File: src/sv/mrpt_pkg.sv
`timescale 1ns / 1ps
package mrpt_pkg;

  localparam int WORD_W         = 64;
  localparam int CNT_W          = $clog2(WORD_W + 1);
  localparam int K_W            = $clog2(WORD_W);
  localparam int BASE_TABLE_LEN = 12;
  localparam int IDX_W          = $clog2(BASE_TABLE_LEN + 1);
  localparam int BASE_W         = 6;
  localparam int NUM_BASES_DEF  = 12;

  // Fixed witness bases, the first twelve primes.
  function automatic logic [BASE_W-1:0] base_of(input logic [IDX_W-1:0] idx);
    logic [BASE_W-1:0] b;
    unique case (idx)
      IDX_W'(0):  b = BASE_W'(2);
      IDX_W'(1):  b = BASE_W'(3);
      IDX_W'(2):  b = BASE_W'(5);
      IDX_W'(3):  b = BASE_W'(7);
      IDX_W'(4):  b = BASE_W'(11);
      IDX_W'(5):  b = BASE_W'(13);
      IDX_W'(6):  b = BASE_W'(17);
      IDX_W'(7):  b = BASE_W'(19);
      IDX_W'(8):  b = BASE_W'(23);
      IDX_W'(9):  b = BASE_W'(29);
      IDX_W'(10): b = BASE_W'(31);
      IDX_W'(11): b = BASE_W'(37);
      default:    b = '0;
    endcase
    return b;
  endfunction

endpackage

File: src/sv/mrpt_in_if.sv
`timescale 1ns / 1ps
interface mrpt_in_if import mrpt_pkg::*; ();
  logic              valid;
  logic              ready;
  logic [WORD_W-1:0] n_value;

  modport source (output valid, output n_value, input ready);
  modport sink (input valid, input n_value, output ready);
endinterface

File: src/sv/mrpt_out_if.sv
`timescale 1ns / 1ps
interface mrpt_out_if import mrpt_pkg::*; ();
  logic valid;
  logic ready;
  logic is_prime;

  modport source (output valid, output is_prime, input ready);
  modport sink (input valid, input is_prime, output ready);
endinterface

File: src/sv/mrpt_mulmod.sv
`timescale 1ns / 1ps
module mrpt_mulmod import mrpt_pkg::*; (
  input  logic              clk,
  input  logic              rst,
  input  logic              start,
  input  logic [WORD_W-1:0] a,
  input  logic [WORD_W-1:0] b,
  input  logic [WORD_W-1:0] m,
  output logic              done,
  output logic [WORD_W-1:0] prod
);

  typedef enum logic [1:0] {
    M_IDLE,
    M_DBL,
    M_ADD
  } mstate_t;

  mstate_t           state;
  logic [WORD_W-1:0] acc;
  logic [WORD_W-1:0] xa;
  logic [WORD_W-1:0] y;
  logic [WORD_W-1:0] mr;
  logic [CNT_W-1:0]  cnt;

  // Shared mod adder: operands are both below m, so one conditional subtract.
  logic [WORD_W-1:0] op_b;
  logic [WORD_W:0]   sum;
  logic [WORD_W+1:0] dif;
  logic [WORD_W-1:0] red;

  assign op_b = (state == M_ADD) ? xa : acc;
  assign sum  = {1'b0, acc} + {1'b0, op_b};
  assign dif  = {1'b0, sum} - {2'b00, mr};
  assign red  = dif[WORD_W+1] ? sum[WORD_W-1:0] : dif[WORD_W-1:0];
  assign prod = acc;

  always_ff @(posedge clk) begin
    if (rst) begin
      state <= M_IDLE;
      done  <= 1'b0;
    end else begin
      done <= 1'b0;
      unique case (state)
        M_IDLE: begin
          if (start) begin
            acc   <= '0;
            xa    <= a;
            y     <= b;
            mr    <= m;
            cnt   <= CNT_W'(WORD_W);
            state <= M_DBL;
          end
        end
        M_DBL: begin
          acc <= red;
          if (y[WORD_W-1]) begin
            state <= M_ADD;
          end else begin
            y   <= y << 1;
            cnt <= cnt - CNT_W'(1);
            if (cnt == CNT_W'(1)) begin
              state <= M_IDLE;
              done  <= 1'b1;
            end
          end
        end
        M_ADD: begin
          acc   <= red;
          y     <= y << 1;
          cnt   <= cnt - CNT_W'(1);
          state <= M_DBL;
          if (cnt == CNT_W'(1)) begin
            state <= M_IDLE;
            done  <= 1'b1;
          end
        end
        default: state <= M_IDLE;
      endcase
    end
  end

endmodule

File: src/sv/miller_rabin_prime_test_64_unit.sv
`timescale 1ns / 1ps
// Deterministic Miller-Rabin primality test for 64-bit unsigned values.
//
// in_ch carries one n_value per beat; out_ch returns one is_prime bit per
// input beat (1 = prime, 0 = composite), in order. Bases are the first
// NUM_BASES primes from 2 to 37; all twelve are exact for any 64-bit input.
//
// One item at a time: in_ch.ready is high only while the sequencer idles.
// Zero, one and even values above two go straight to the done state. Other
// values first strip trailing zeros of n-1, then run each base through
// square-and-multiply. Every modular product goes through one shared
// double-and-add unit: a doubling step for every multiplier bit plus an add
// step for each set multiplier bit. A base costs at most about 126 products.
//
// The result sits in an output register; the next item is accepted while
// it waits. A finished item holds in the done state if the previous result
// was not yet taken. Synchronous reset returns to idle and drops any
// pending result; no table or memory needs clearing.
module miller_rabin_prime_test_64_unit import mrpt_pkg::*; #(
  parameter int NUM_BASES = NUM_BASES_DEF
) (
  input  logic        clk,
  input  logic        rst,
  mrpt_in_if.sink     in_ch,
  mrpt_out_if.source  out_ch
);

  // Bases beyond the table act as the full table.
  localparam int USED_BASES = (NUM_BASES > BASE_TABLE_LEN) ? BASE_TABLE_LEN : NUM_BASES;

  typedef enum logic [3:0] {
    S_IDLE,
    S_FACTOR,
    S_BASE,
    S_POW,
    S_W_ACC,
    S_SHIFT,
    S_W_X,
    S_CHK,
    S_SQLOOP,
    S_W_SQ,
    S_DONE
  } state_t;

  state_t            state;
  logic [WORD_W-1:0] nr;
  logic [WORD_W-1:0] nm1;
  logic [WORD_W-1:0] q;
  logic [K_W-1:0]    k;
  logic [K_W-1:0]    j;
  logic [IDX_W-1:0]  idx;
  logic [WORD_W-1:0] acc;
  logic [WORD_W-1:0] xr;
  logic [WORD_W-1:0] e;
  logic              res;
  logic              out_valid;
  logic              out_prime;

  // Product unit handshake.
  logic              mm_start;
  logic [WORD_W-1:0] mm_a;
  logic [WORD_W-1:0] mm_b;
  logic              mm_done;
  logic [WORD_W-1:0] mm_prod;

  logic [WORD_W-1:0] base_w;
  logic [WORD_W-1:0] e_shr;

  assign base_w = {{(WORD_W-BASE_W){1'b0}}, base_of(idx)};
  assign e_shr  = e >> 1;

  assign in_ch.ready     = (state == S_IDLE);
  assign out_ch.valid    = out_valid;
  assign out_ch.is_prime = out_prime;

  mrpt_mulmod u_mulmod (
    .clk   (clk),
    .rst   (rst),
    .start (mm_start),
    .a     (mm_a),
    .b     (mm_b),
    .m     (nr),
    .done  (mm_done),
    .prod  (mm_prod)
  );

  always_ff @(posedge clk) begin
    if (rst) begin
      state     <= S_IDLE;
      out_valid <= 1'b0;
      mm_start  <= 1'b0;
    end else begin
      mm_start <= 1'b0;
      // Drop the result once the receiver takes the beat.
      if (out_valid && out_ch.ready) begin
        out_valid <= 1'b0;
      end
      unique case (state)
        S_IDLE: begin
          if (in_ch.valid) begin
            nr  <= in_ch.n_value;
            nm1 <= in_ch.n_value - WORD_W'(1);
            q   <= in_ch.n_value - WORD_W'(1);
            k   <= '0;
            if ((in_ch.n_value < WORD_W'(2)) ||
                ((in_ch.n_value > WORD_W'(2)) && !in_ch.n_value[0])) begin
              res   <= 1'b0;
              state <= S_DONE;
            end else begin
              state <= S_FACTOR;
            end
          end
        end
        S_FACTOR: begin
          // Strip trailing zeros: n-1 = q * 2^k.
          if ((q != '0) && !q[0]) begin
            q <= q >> 1;
            k <= k + K_W'(1);
          end else begin
            idx   <= '0;
            state <= S_BASE;
          end
        end
        S_BASE: begin
          if (idx == IDX_W'(USED_BASES)) begin
            res   <= 1'b1;
            state <= S_DONE;
          end else if (base_w >= nm1) begin
            idx <= idx + IDX_W'(1);
          end else begin
            acc   <= WORD_W'(1);
            xr    <= base_w;
            e     <= q;
            state <= S_POW;
          end
        end
        S_POW: begin
          if (e == '0) begin
            state <= S_CHK;
          end else if (e[0]) begin
            mm_a     <= acc;
            mm_b     <= xr;
            mm_start <= 1'b1;
            state    <= S_W_ACC;
          end else begin
            state <= S_SHIFT;
          end
        end
        S_W_ACC: begin
          if (mm_done) begin
            acc   <= mm_prod;
            state <= S_SHIFT;
          end
        end
        S_SHIFT: begin
          // Advance the exponent; skip the square after the last bit.
          e <= e_shr;
          if (e_shr != '0) begin
            mm_a     <= xr;
            mm_b     <= xr;
            mm_start <= 1'b1;
            state    <= S_W_X;
          end else begin
            state <= S_CHK;
          end
        end
        S_W_X: begin
          if (mm_done) begin
            xr    <= mm_prod;
            state <= S_POW;
          end
        end
        S_CHK: begin
          if (acc == WORD_W'(1)) begin
            idx   <= idx + IDX_W'(1);
            state <= S_BASE;
          end else begin
            j     <= '0;
            state <= S_SQLOOP;
          end
        end
        S_SQLOOP: begin
          if (j == k) begin
            res   <= 1'b0;
            state <= S_DONE;
          end else if (acc == nm1) begin
            idx   <= idx + IDX_W'(1);
            state <= S_BASE;
          end else begin
            mm_a     <= acc;
            mm_b     <= acc;
            mm_start <= 1'b1;
            j        <= j + K_W'(1);
            state    <= S_W_SQ;
          end
        end
        S_W_SQ: begin
          if (mm_done) begin
            acc   <= mm_prod;
            state <= S_SQLOOP;
          end
        end
        S_DONE: begin
          // Hold until the output register is free.
          if (!out_valid || out_ch.ready) begin
            out_valid <= 1'b1;
            out_prime <= res;
            state     <= S_IDLE;
          end
        end
        default: state <= S_IDLE;
      endcase
    end
  end

endmodule

File: src/flat_wrapper.sv
// flat-port wrapper written by rule: the top's interface ports become plain ports
module miller_rabin_prime_test_64_unit_flat import mrpt_pkg::*;
#(
  parameter int NUM_BASES = NUM_BASES_DEF
)
  (clk, rst, in_ch_valid, in_ch_n_value, in_ch_ready, out_ch_valid, out_ch_is_prime, out_ch_ready);
  mrpt_in_if in_ch_i ();
  mrpt_out_if out_ch_i ();
  input  logic clk;
  input  logic rst;
  input wire logic [$bits(in_ch_i.valid)-1:0] in_ch_valid;
  input wire logic [$bits(in_ch_i.n_value)-1:0] in_ch_n_value;
  output wire logic [$bits(in_ch_i.ready)-1:0] in_ch_ready;
  output wire logic [$bits(out_ch_i.valid)-1:0] out_ch_valid;
  output wire logic [$bits(out_ch_i.is_prime)-1:0] out_ch_is_prime;
  input wire logic [$bits(out_ch_i.ready)-1:0] out_ch_ready;
  assign in_ch_i.valid = in_ch_valid;
  assign in_ch_i.n_value = in_ch_n_value;
  assign in_ch_ready = in_ch_i.ready;
  assign out_ch_valid = out_ch_i.valid;
  assign out_ch_is_prime = out_ch_i.is_prime;
  assign out_ch_i.ready = out_ch_ready;
  miller_rabin_prime_test_64_unit #(.NUM_BASES(NUM_BASES)) u_core (.clk(clk), .rst(rst), .in_ch(in_ch_i), .out_ch(out_ch_i));
endmodule
File: config.mk
export PLATFORM = sky130hd
export DESIGN_NAME = miller_rabin_prime_test_64_unit_flat
export DESIGN_NICKNAME = d
export VERILOG_FILES = /design/src/sv/mrpt_pkg.sv /design/src/sv/mrpt_in_if.sv /design/src/sv/mrpt_out_if.sv /design/src/sv/mrpt_mulmod.sv /design/src/sv/miller_rabin_prime_test_64_unit.sv /design/src/flat_wrapper.sv
export SDC_FILE = /design/constraint.sdc
export NUM_CORES = 2
export LEC_CHECK = 0
export CAP_MARGIN = 20
export CORE_ASPECT_RATIO = 1.75
export CORE_MARGIN = 2
export CORE_UTILIZATION = 50
export CTS_BUF_LIST = sky130_fd_sc_hd__clkbuf_8
export CTS_CLUSTER_SIZE = 10
export DETAILED_ROUTE_END_ITERATION = 10
export DONT_BUFFER_PORTS = 1
export PLACE_DENSITY = 0.76
export RECOVER_POWER = 100
export SKIP_CTS_REPAIR_TIMING = 1
export SYNTH_ARGS = -nofsm -noshare
export SYNTH_HDL_FRONTEND = slang
export SYNTH_SLANG_ARGS = --single-unit
export TNS_END_PERCENT = 20
File: constraint.sdc
create_clock -name clk -period 58.8 [get_ports clk]
set_input_delay 5.88 -clock clk [delete_from_list [all_inputs] [get_ports clk]]
set_output_delay 5.88 -clock clk [all_outputs]
set_load 0.02 [all_outputs]
; Word-level counts from Yosys, hierarchy flattened
; Memories as Yosys holds them, arrays and structs flattened. A register that Yosys moved wholly into a read port is not among the register bits.
; Index checks and enable logic that the tools add are counted.
[classes]
n_addsub = 7
order_cmp = 3
n_eq_ne = 43
n_mux = 85
bitwise_logic = 1
reduce_logical = 41
[ops]
columns = operator, n
row1 = $mux 64, 21
row2 = $pmux 64 s2, 5
row3 = $pmux 64 s3, 3
row4 = $reduce_bool 64->1, 2
row5 = $mux 4, 20
row6 = $sub 65x64->66, 1
row7 = $add 64x64->65, 1
row8 = $eq 64x1->1 const B, 1
row9 = $eq 64x64->1, 1
row10 = $ge 6x64->1, 1
row11 = $gt 64x2->1 const B, 1
row12 = $logic_not 64->1, 1
row13 = $lt 64x2->1 const B, 1
row14 = $sub 64x1->64 const B, 1
row15 = $pmux 4 s11, 1
row16 = $mux 6, 5
row17 = $ne 2x1->1 const B, 12
row18 = $ne 2x2->1 const B, 12
row19 = $pmux 6 s2, 2
row20 = $pmux 7 s3, 1
row21 = $mux 1, 17
row22 = $eq 4x3->1 const B, 4
row23 = $eq 4x4->1 const B, 4
row24 = $pmux 4 s4, 1
row25 = 33 further kinds, 61
[word_totals]
reg_bits = 802
rom_bits = 96
in_bits = 68
out_inout_bits = 3
elab_cells = 205
n_memories = 1
[memory_table]
columns = name, depth, word_bits, rd, rd_clocked_by_memory_dff, write_ports, line
row1 = (name not given), 16, 6, 1, 1, 0, mrpt_pkg.sv:15  ; unique case (idx)

; Logic depth before layout (Yosys ltp)
[logic_depth]
word_depth = 6
ltp_mapped = 33
ltp_nobuf = 28

; Hierarchy
; Synthesis repeated with hierarchy kept, for this count alone.
[hier_totals]
hier_cells = 3500
area_unflattened_um2 = 42203.0
[by_module_without_submodules]
columns = mod, instances, cells_per_inst, area_each_um2, seq_area_each_um2
row1 = miller_rabin_prime_test_64_unit, 1, 1679, 23889.2, 16155.5
row2 = mrpt_mulmod, 1, 1821, 18313.8, 7957.6

; Least setup slack after synthesis
; Ideal clock, no wire load.
[synth_path]
kind = input to register
start = input rst
end = register u_core.mm_a[0], enable pin
setup_ps = 1297
arrival_ps = 25932
t_required_ps = 57503
slack_ps = 31571
stages = 2
path_buffers = 1
path_cell_list = clkbuf_1 -> a2111oi_0
[synth_via]
elab_chain_len = 2
[synth_rtl]
columns = item, line
row1 = "start, declared", flat_wrapper.sv:10  ; input logic rst;
row2 = $not 1->1 (no line), -
row3 = $reduce_and 7->1 (no line), -
row4 = "end signal, assigned", miller_rabin_prime_test_64_unit.sv:159  ; mm_a <= xr;
row5 = "end, declared", miller_rabin_prime_test_64_unit.sv:61  ; logic [WORD_W-1:0] mm_a;
; No other way between the ends.
; A chain may end at the register's enable or synchronous reset.

; Worst setup path after layout
[layout_path]
start = register u_core.u_mulmod.state[0]
end = register u_core.u_mulmod.acc[9] (netlist: u_core.u_mulmod.prod[9]) (data pin)
[layout_via]
elab_chain_len = 6
word_cells_on_any_way = 9
cone_classes = add/sub: 2 / eq/ne: 2 / mux: 3 / reduce/logical: 2
[layout_rtl]
columns = item, line
row1 = "start, declared", mrpt_mulmod.sv:19  ; mstate_t state;
row2 = "start signal, assigned", mrpt_mulmod.sv:40  ; state <= M_IDLE;
row3 = "start signal, assigned", mrpt_mulmod.sv:52  ; state <= M_DBL;
row4 = "start signal, assigned", mrpt_mulmod.sv:58  ; state <= M_ADD;
row5 = $eq 2x2->1, "mrpt_mulmod.sv:32, mrpt_mulmod.sv:44"
row6 = $mux 64, mrpt_mulmod.sv:32  ; assign op_b = (state == M_ADD) ? xa : acc;
row7 = $add 64x64->65, mrpt_mulmod.sv:33  ; assign sum = {1'b0, acc} + {1'b0, op_b};
row8 = $sub 65x64->66, mrpt_mulmod.sv:34  ; assign dif = {1'b0, sum} - {2'b00, mr};
row9 = $mux 64, mrpt_mulmod.sv:35  ; assign red = dif[WORD_W+1] ? sum[WORD_W-1:0] : dif[WORD_W-1:0];
row10 = $pmux 64 s2 *, mrpt_mulmod.sv:44  ; unique case (state)
row11 = "end signal, assigned", mrpt_mulmod.sv:56  ; acc <= red;
row12 = "end signal, assigned", mrpt_mulmod.sv:69  ; acc <= red;
row13 = "end, declared", mrpt_mulmod.sv:20  ; logic [WORD_W-1:0] acc;
; Every way passes the cells marked *; elsewhere a longest branch is shown, timed or not.

==> summary.txt <==
DP Wirelength -> 84.7 mm
Worst min-delay path category -> reg -> reg
Final-report max-slew violation count -> 1381
Adder-Cell Fraction of Synth Area -> 0.0463
Cell area after layout -> 44800 µm²
Sink Count -> 808
Crit path buf inv count -> 3
Largest cells by area after synthesis -> edfxtp_1 (57%), mux2_2 (6.9%), ha_1 (4.5%), nand2_1 (3.2%), xor2_1 (3.0%)
Crit. End Element -> register
Pwr per Cell Area -> 46.9 nW/µm²
Clk pin slew, worst setup/hold paths -> 70 ps
Slowest-stage cell, CP -> clkbuf_1
Max_cap viols -> 24
Syn Area/Cell -> 12.1 µm²
CP max FO -> 55
Remaining DRCs -> 0
Fmax achieved -> 0.0751 GHz
Die Y -> 386 µm
Cell Area, Placed -> 42800 µm²
Synth Area in XOR/XNOR -> 0.0548
Global-route wire length before repair -> 171 mm
Final hold slack -> 394 ps
Sequential cell area -> 24100 µm²
Leakage power -> 0.0159 µW
Mux share of post-synthesis cell area -> 0.0790
All-layer global routing usage -> 0.267
Post-route setup TNS -> 0 ps
Crit-path leading delay family -> buffers and inverters
Placed Cells -> 4383
Num rows -> 140
Outcome -> complete, but fails checks
Fin. Hold Viols -> 0
Multi-input gate area -> 16500 µm²
RSZ-0062 raised after global routing -> no
CTS root buffer -> clkbuf_8
Core area -> 82900 µm²
Share of the synthesized area in the top cell type -> 0.571
Synth Area in Simple Gates -> 0.123
WL per Instance -> 25.1 µm
I/O Pins -> 71
Gpl congestion -> 1.02
CP arrival -> 13760 ps
Number of CTS-inserted buffers -> 109
DRT Pass-1 Iters -> 5
Share of async-settable or async-resettable flops after synthesis -> 0
WP data required -> 59250 ps
Crit Path Class -> reg -> reg
Initial antenna violation count -> 2
Number of port buffers -> 0
Fin crit share -> 0.226
Vias in the first global route -> 28432
Final setup violation count -> 0
Main synth FF type -> edfxtp_1
H-tree depth -> 3
CTS tree -> built
Largest net degree at the start of global routing -> 129
Layout cells sized above 1 -> 0.121
Synth Net Count -> 3653
Post-route ant nets -> 0
Util after Layout -> 0.541
Failing checks -> max-capacitance violations, max-slew violations
Syn. warnings -> 0
Startpoint Class -> register
VDD IR max -> 0.0342 mV
Detailed Route WL -> 115 mm
Slowest stage delay, CP -> 2510 ps
Worst-skew pair later-pin latency -> 840 ps
Nets -> 3650
Fillers -> 6965
Largest family of logic cells by synthesized area -> simple AND/OR/NAND/NOR gates
CTS Buffer Depth -> 3
DIE AREA -> 85800 µm²
Synthesized flop and latch total -> 808
Vias per cell -> 6.09
Worst-Margin Slew -> 7990 ps
Final Non-Filler Cells -> 4583
Synth area leader -> edfxtp_1
Die width -> 222 µm
Mapped Cells -> 3432
Post-synth EDFFs -> 793
Yosys cell types -> 81
Skew final -> 63.7 ps
Vias -> 27902
Iteration-0 DRC Markers -> 2351
Area fraction in compound gates after synthesis -> 0.0933
Worst rel slew slack -> -4.33
Area Overhead vs Synth -> 7.48%
Remaining Overflow, GRT -> 0
Fin crit period -> 13310 ps
Cell Area, Synth -> 41700 µm²
Starting Density -> 0.503
Seq/Total Area, Yosys -> 0.578
-- state kept, by name (all words and copies together), names as in the netlist, 4 cells and up --
register / flops
u_core.u_mulmod.mr: 64
u_core.q: 64
u_core.u_mulmod.xa: 64
u_core.k: 6
u_core.xr: 64
u_core.u_mulmod.prod: 64
u_core.nm1: 64
u_core.state: 4
u_core.base_w: 6
u_core.j: 6
u_core.u_mulmod.cnt: 7
u_core.u_mulmod.y: 64
u_core.idx: 4
u_core.mm_b: 64
u_core.e: 64
u_core.mm_a: 64
u_core.nr: 64
u_core.acc: 64
-- power by group --
group          internal, µW  switching [µW]  leakage [µW]
clock                   222             220       0.00120
combinational           304             503       0.00737
sequential              786            69.1       0.00731
total                  1310             791        0.0159
-- placed cells by master (no fill, tap or decap), types with 48 or more instances in the layout --
cell and instances:
xor2_1 141, nand2_1 357, nor4_1 100, nor3_1 48, nand4_1 61, a22o_1 72
inv_1 160, o21ai_0 101, edfxtp_1 793, nor2_1 191, clkbuf_8 109, xnor2_1 119
and2_0 72, a21oi_1 181, and2_1 61, mux2_2 250, ha_1 151, a21o_1 53
-- final cells by class --
cell class	instances	share of cell area
Sequential cell	808	0.538
Multi-Input combinational cell	2346	0.369
Clock buffer	109	0.0335
Tap cell	1065	0.0297
Clock inverter	90	0.0153
Inverter	135	0.0113
Timing Repair Buffer	29	0.00288
Antenna cell	1	0.0000558
-- kinds of logic (layout without fill, tap and decap cells) --
group                      after synthesis  count (layout)
AOI/OAI and AO/OA                      592             592
xor gates and xnor gates               260             260
adders and majority gates              153             153
buffers and inverters                  278             363
DFF                                    808             808
muxes                                  297             297
other                                    0               1
and+or+nand+nor                       1044            1044
-- per-layer routing --
layer | vias up | wire, µm | global-route usage
li1 | 12763 | - | -
met1 | 13678 | 41600 | 0.296
met3 | 370 | 7440 | 0.0516
met4 | 0 | 9510 | 0.202
met5 | - | 0 | 0
met2 | 1091 | 56400 | 0.457
-- worst register-to-register path, delay by kind of cell, from the launching register on --
family,cells,cell delay [ps]
muxes,2,990
buffers and inverters,3,5030
DFF,1,340
AOI/OAI and AO/OA,12,4160
and+or+nand+nor,6,1150
adders and majority gates,3,1120
xor gates and xnor gates,1,190
-- stage by stage --
stage / setup WS (ps) / power (µW)
after floorplan: 31570 / 1430
after global placement: 49270 / 1630
after detailed placement: 49230 / 1640
after CTS: 49800 / 2080
after global routing: 44610 / 2210
final: 45490 / 2100
-- Yosys cell counts (4+ instances only) --
master,instances
o211ai_1,21
o221ai_1,7
a41oi_1,4
xnor2_1,118
nor2b_1,22
nor2_1,194
and3_1,19
and2_1,132
o21ai_0,100
a21oi_1,182
inv_1,135
clkbuf_1,125
dfxtp_1,15
nor3_1,48
or2_2,10
nand2_1,357
edfxtp_1,793
a2111oi_0,6
a31oi_1,21
xor2_1,141
nand3b_1,4
buf_2,4
a22o_1,72
buf_1,13
a21boi_0,7
a221oi_1,5
mux2_2,254
or3_1,16
mux2i_1,42
a211oi_1,22
a21o_1,53
o31ai_1,10
ha_1,151
nand3_1,31
or4_1,9
nand2b_1,20
nand4_1,61
o21bai_1,22
nor4_1,100
o21a_1,12
o22ai_1,6
o211a_1,5
-- path summary, 6_finish.rpt --
check / from / to / slack, ps / cells past startpoint
worst max-delay path: u_core.u_mulmod.state[0] / u_core.u_mulmod.prod[9] / 45490 / 27
worst min-delay path: u_core.mm_a[19] / u_core.u_mulmod.xa[19] / 390 / 0
worst max register to register: u_core.u_mulmod.state[0] / u_core.u_mulmod.prod[9] / 45490 / 27
worst min register to register: u_core.mm_a[19] / u_core.u_mulmod.xa[19] / 390 / 0
Note: power is estimated with default switching activity, not from simulation.
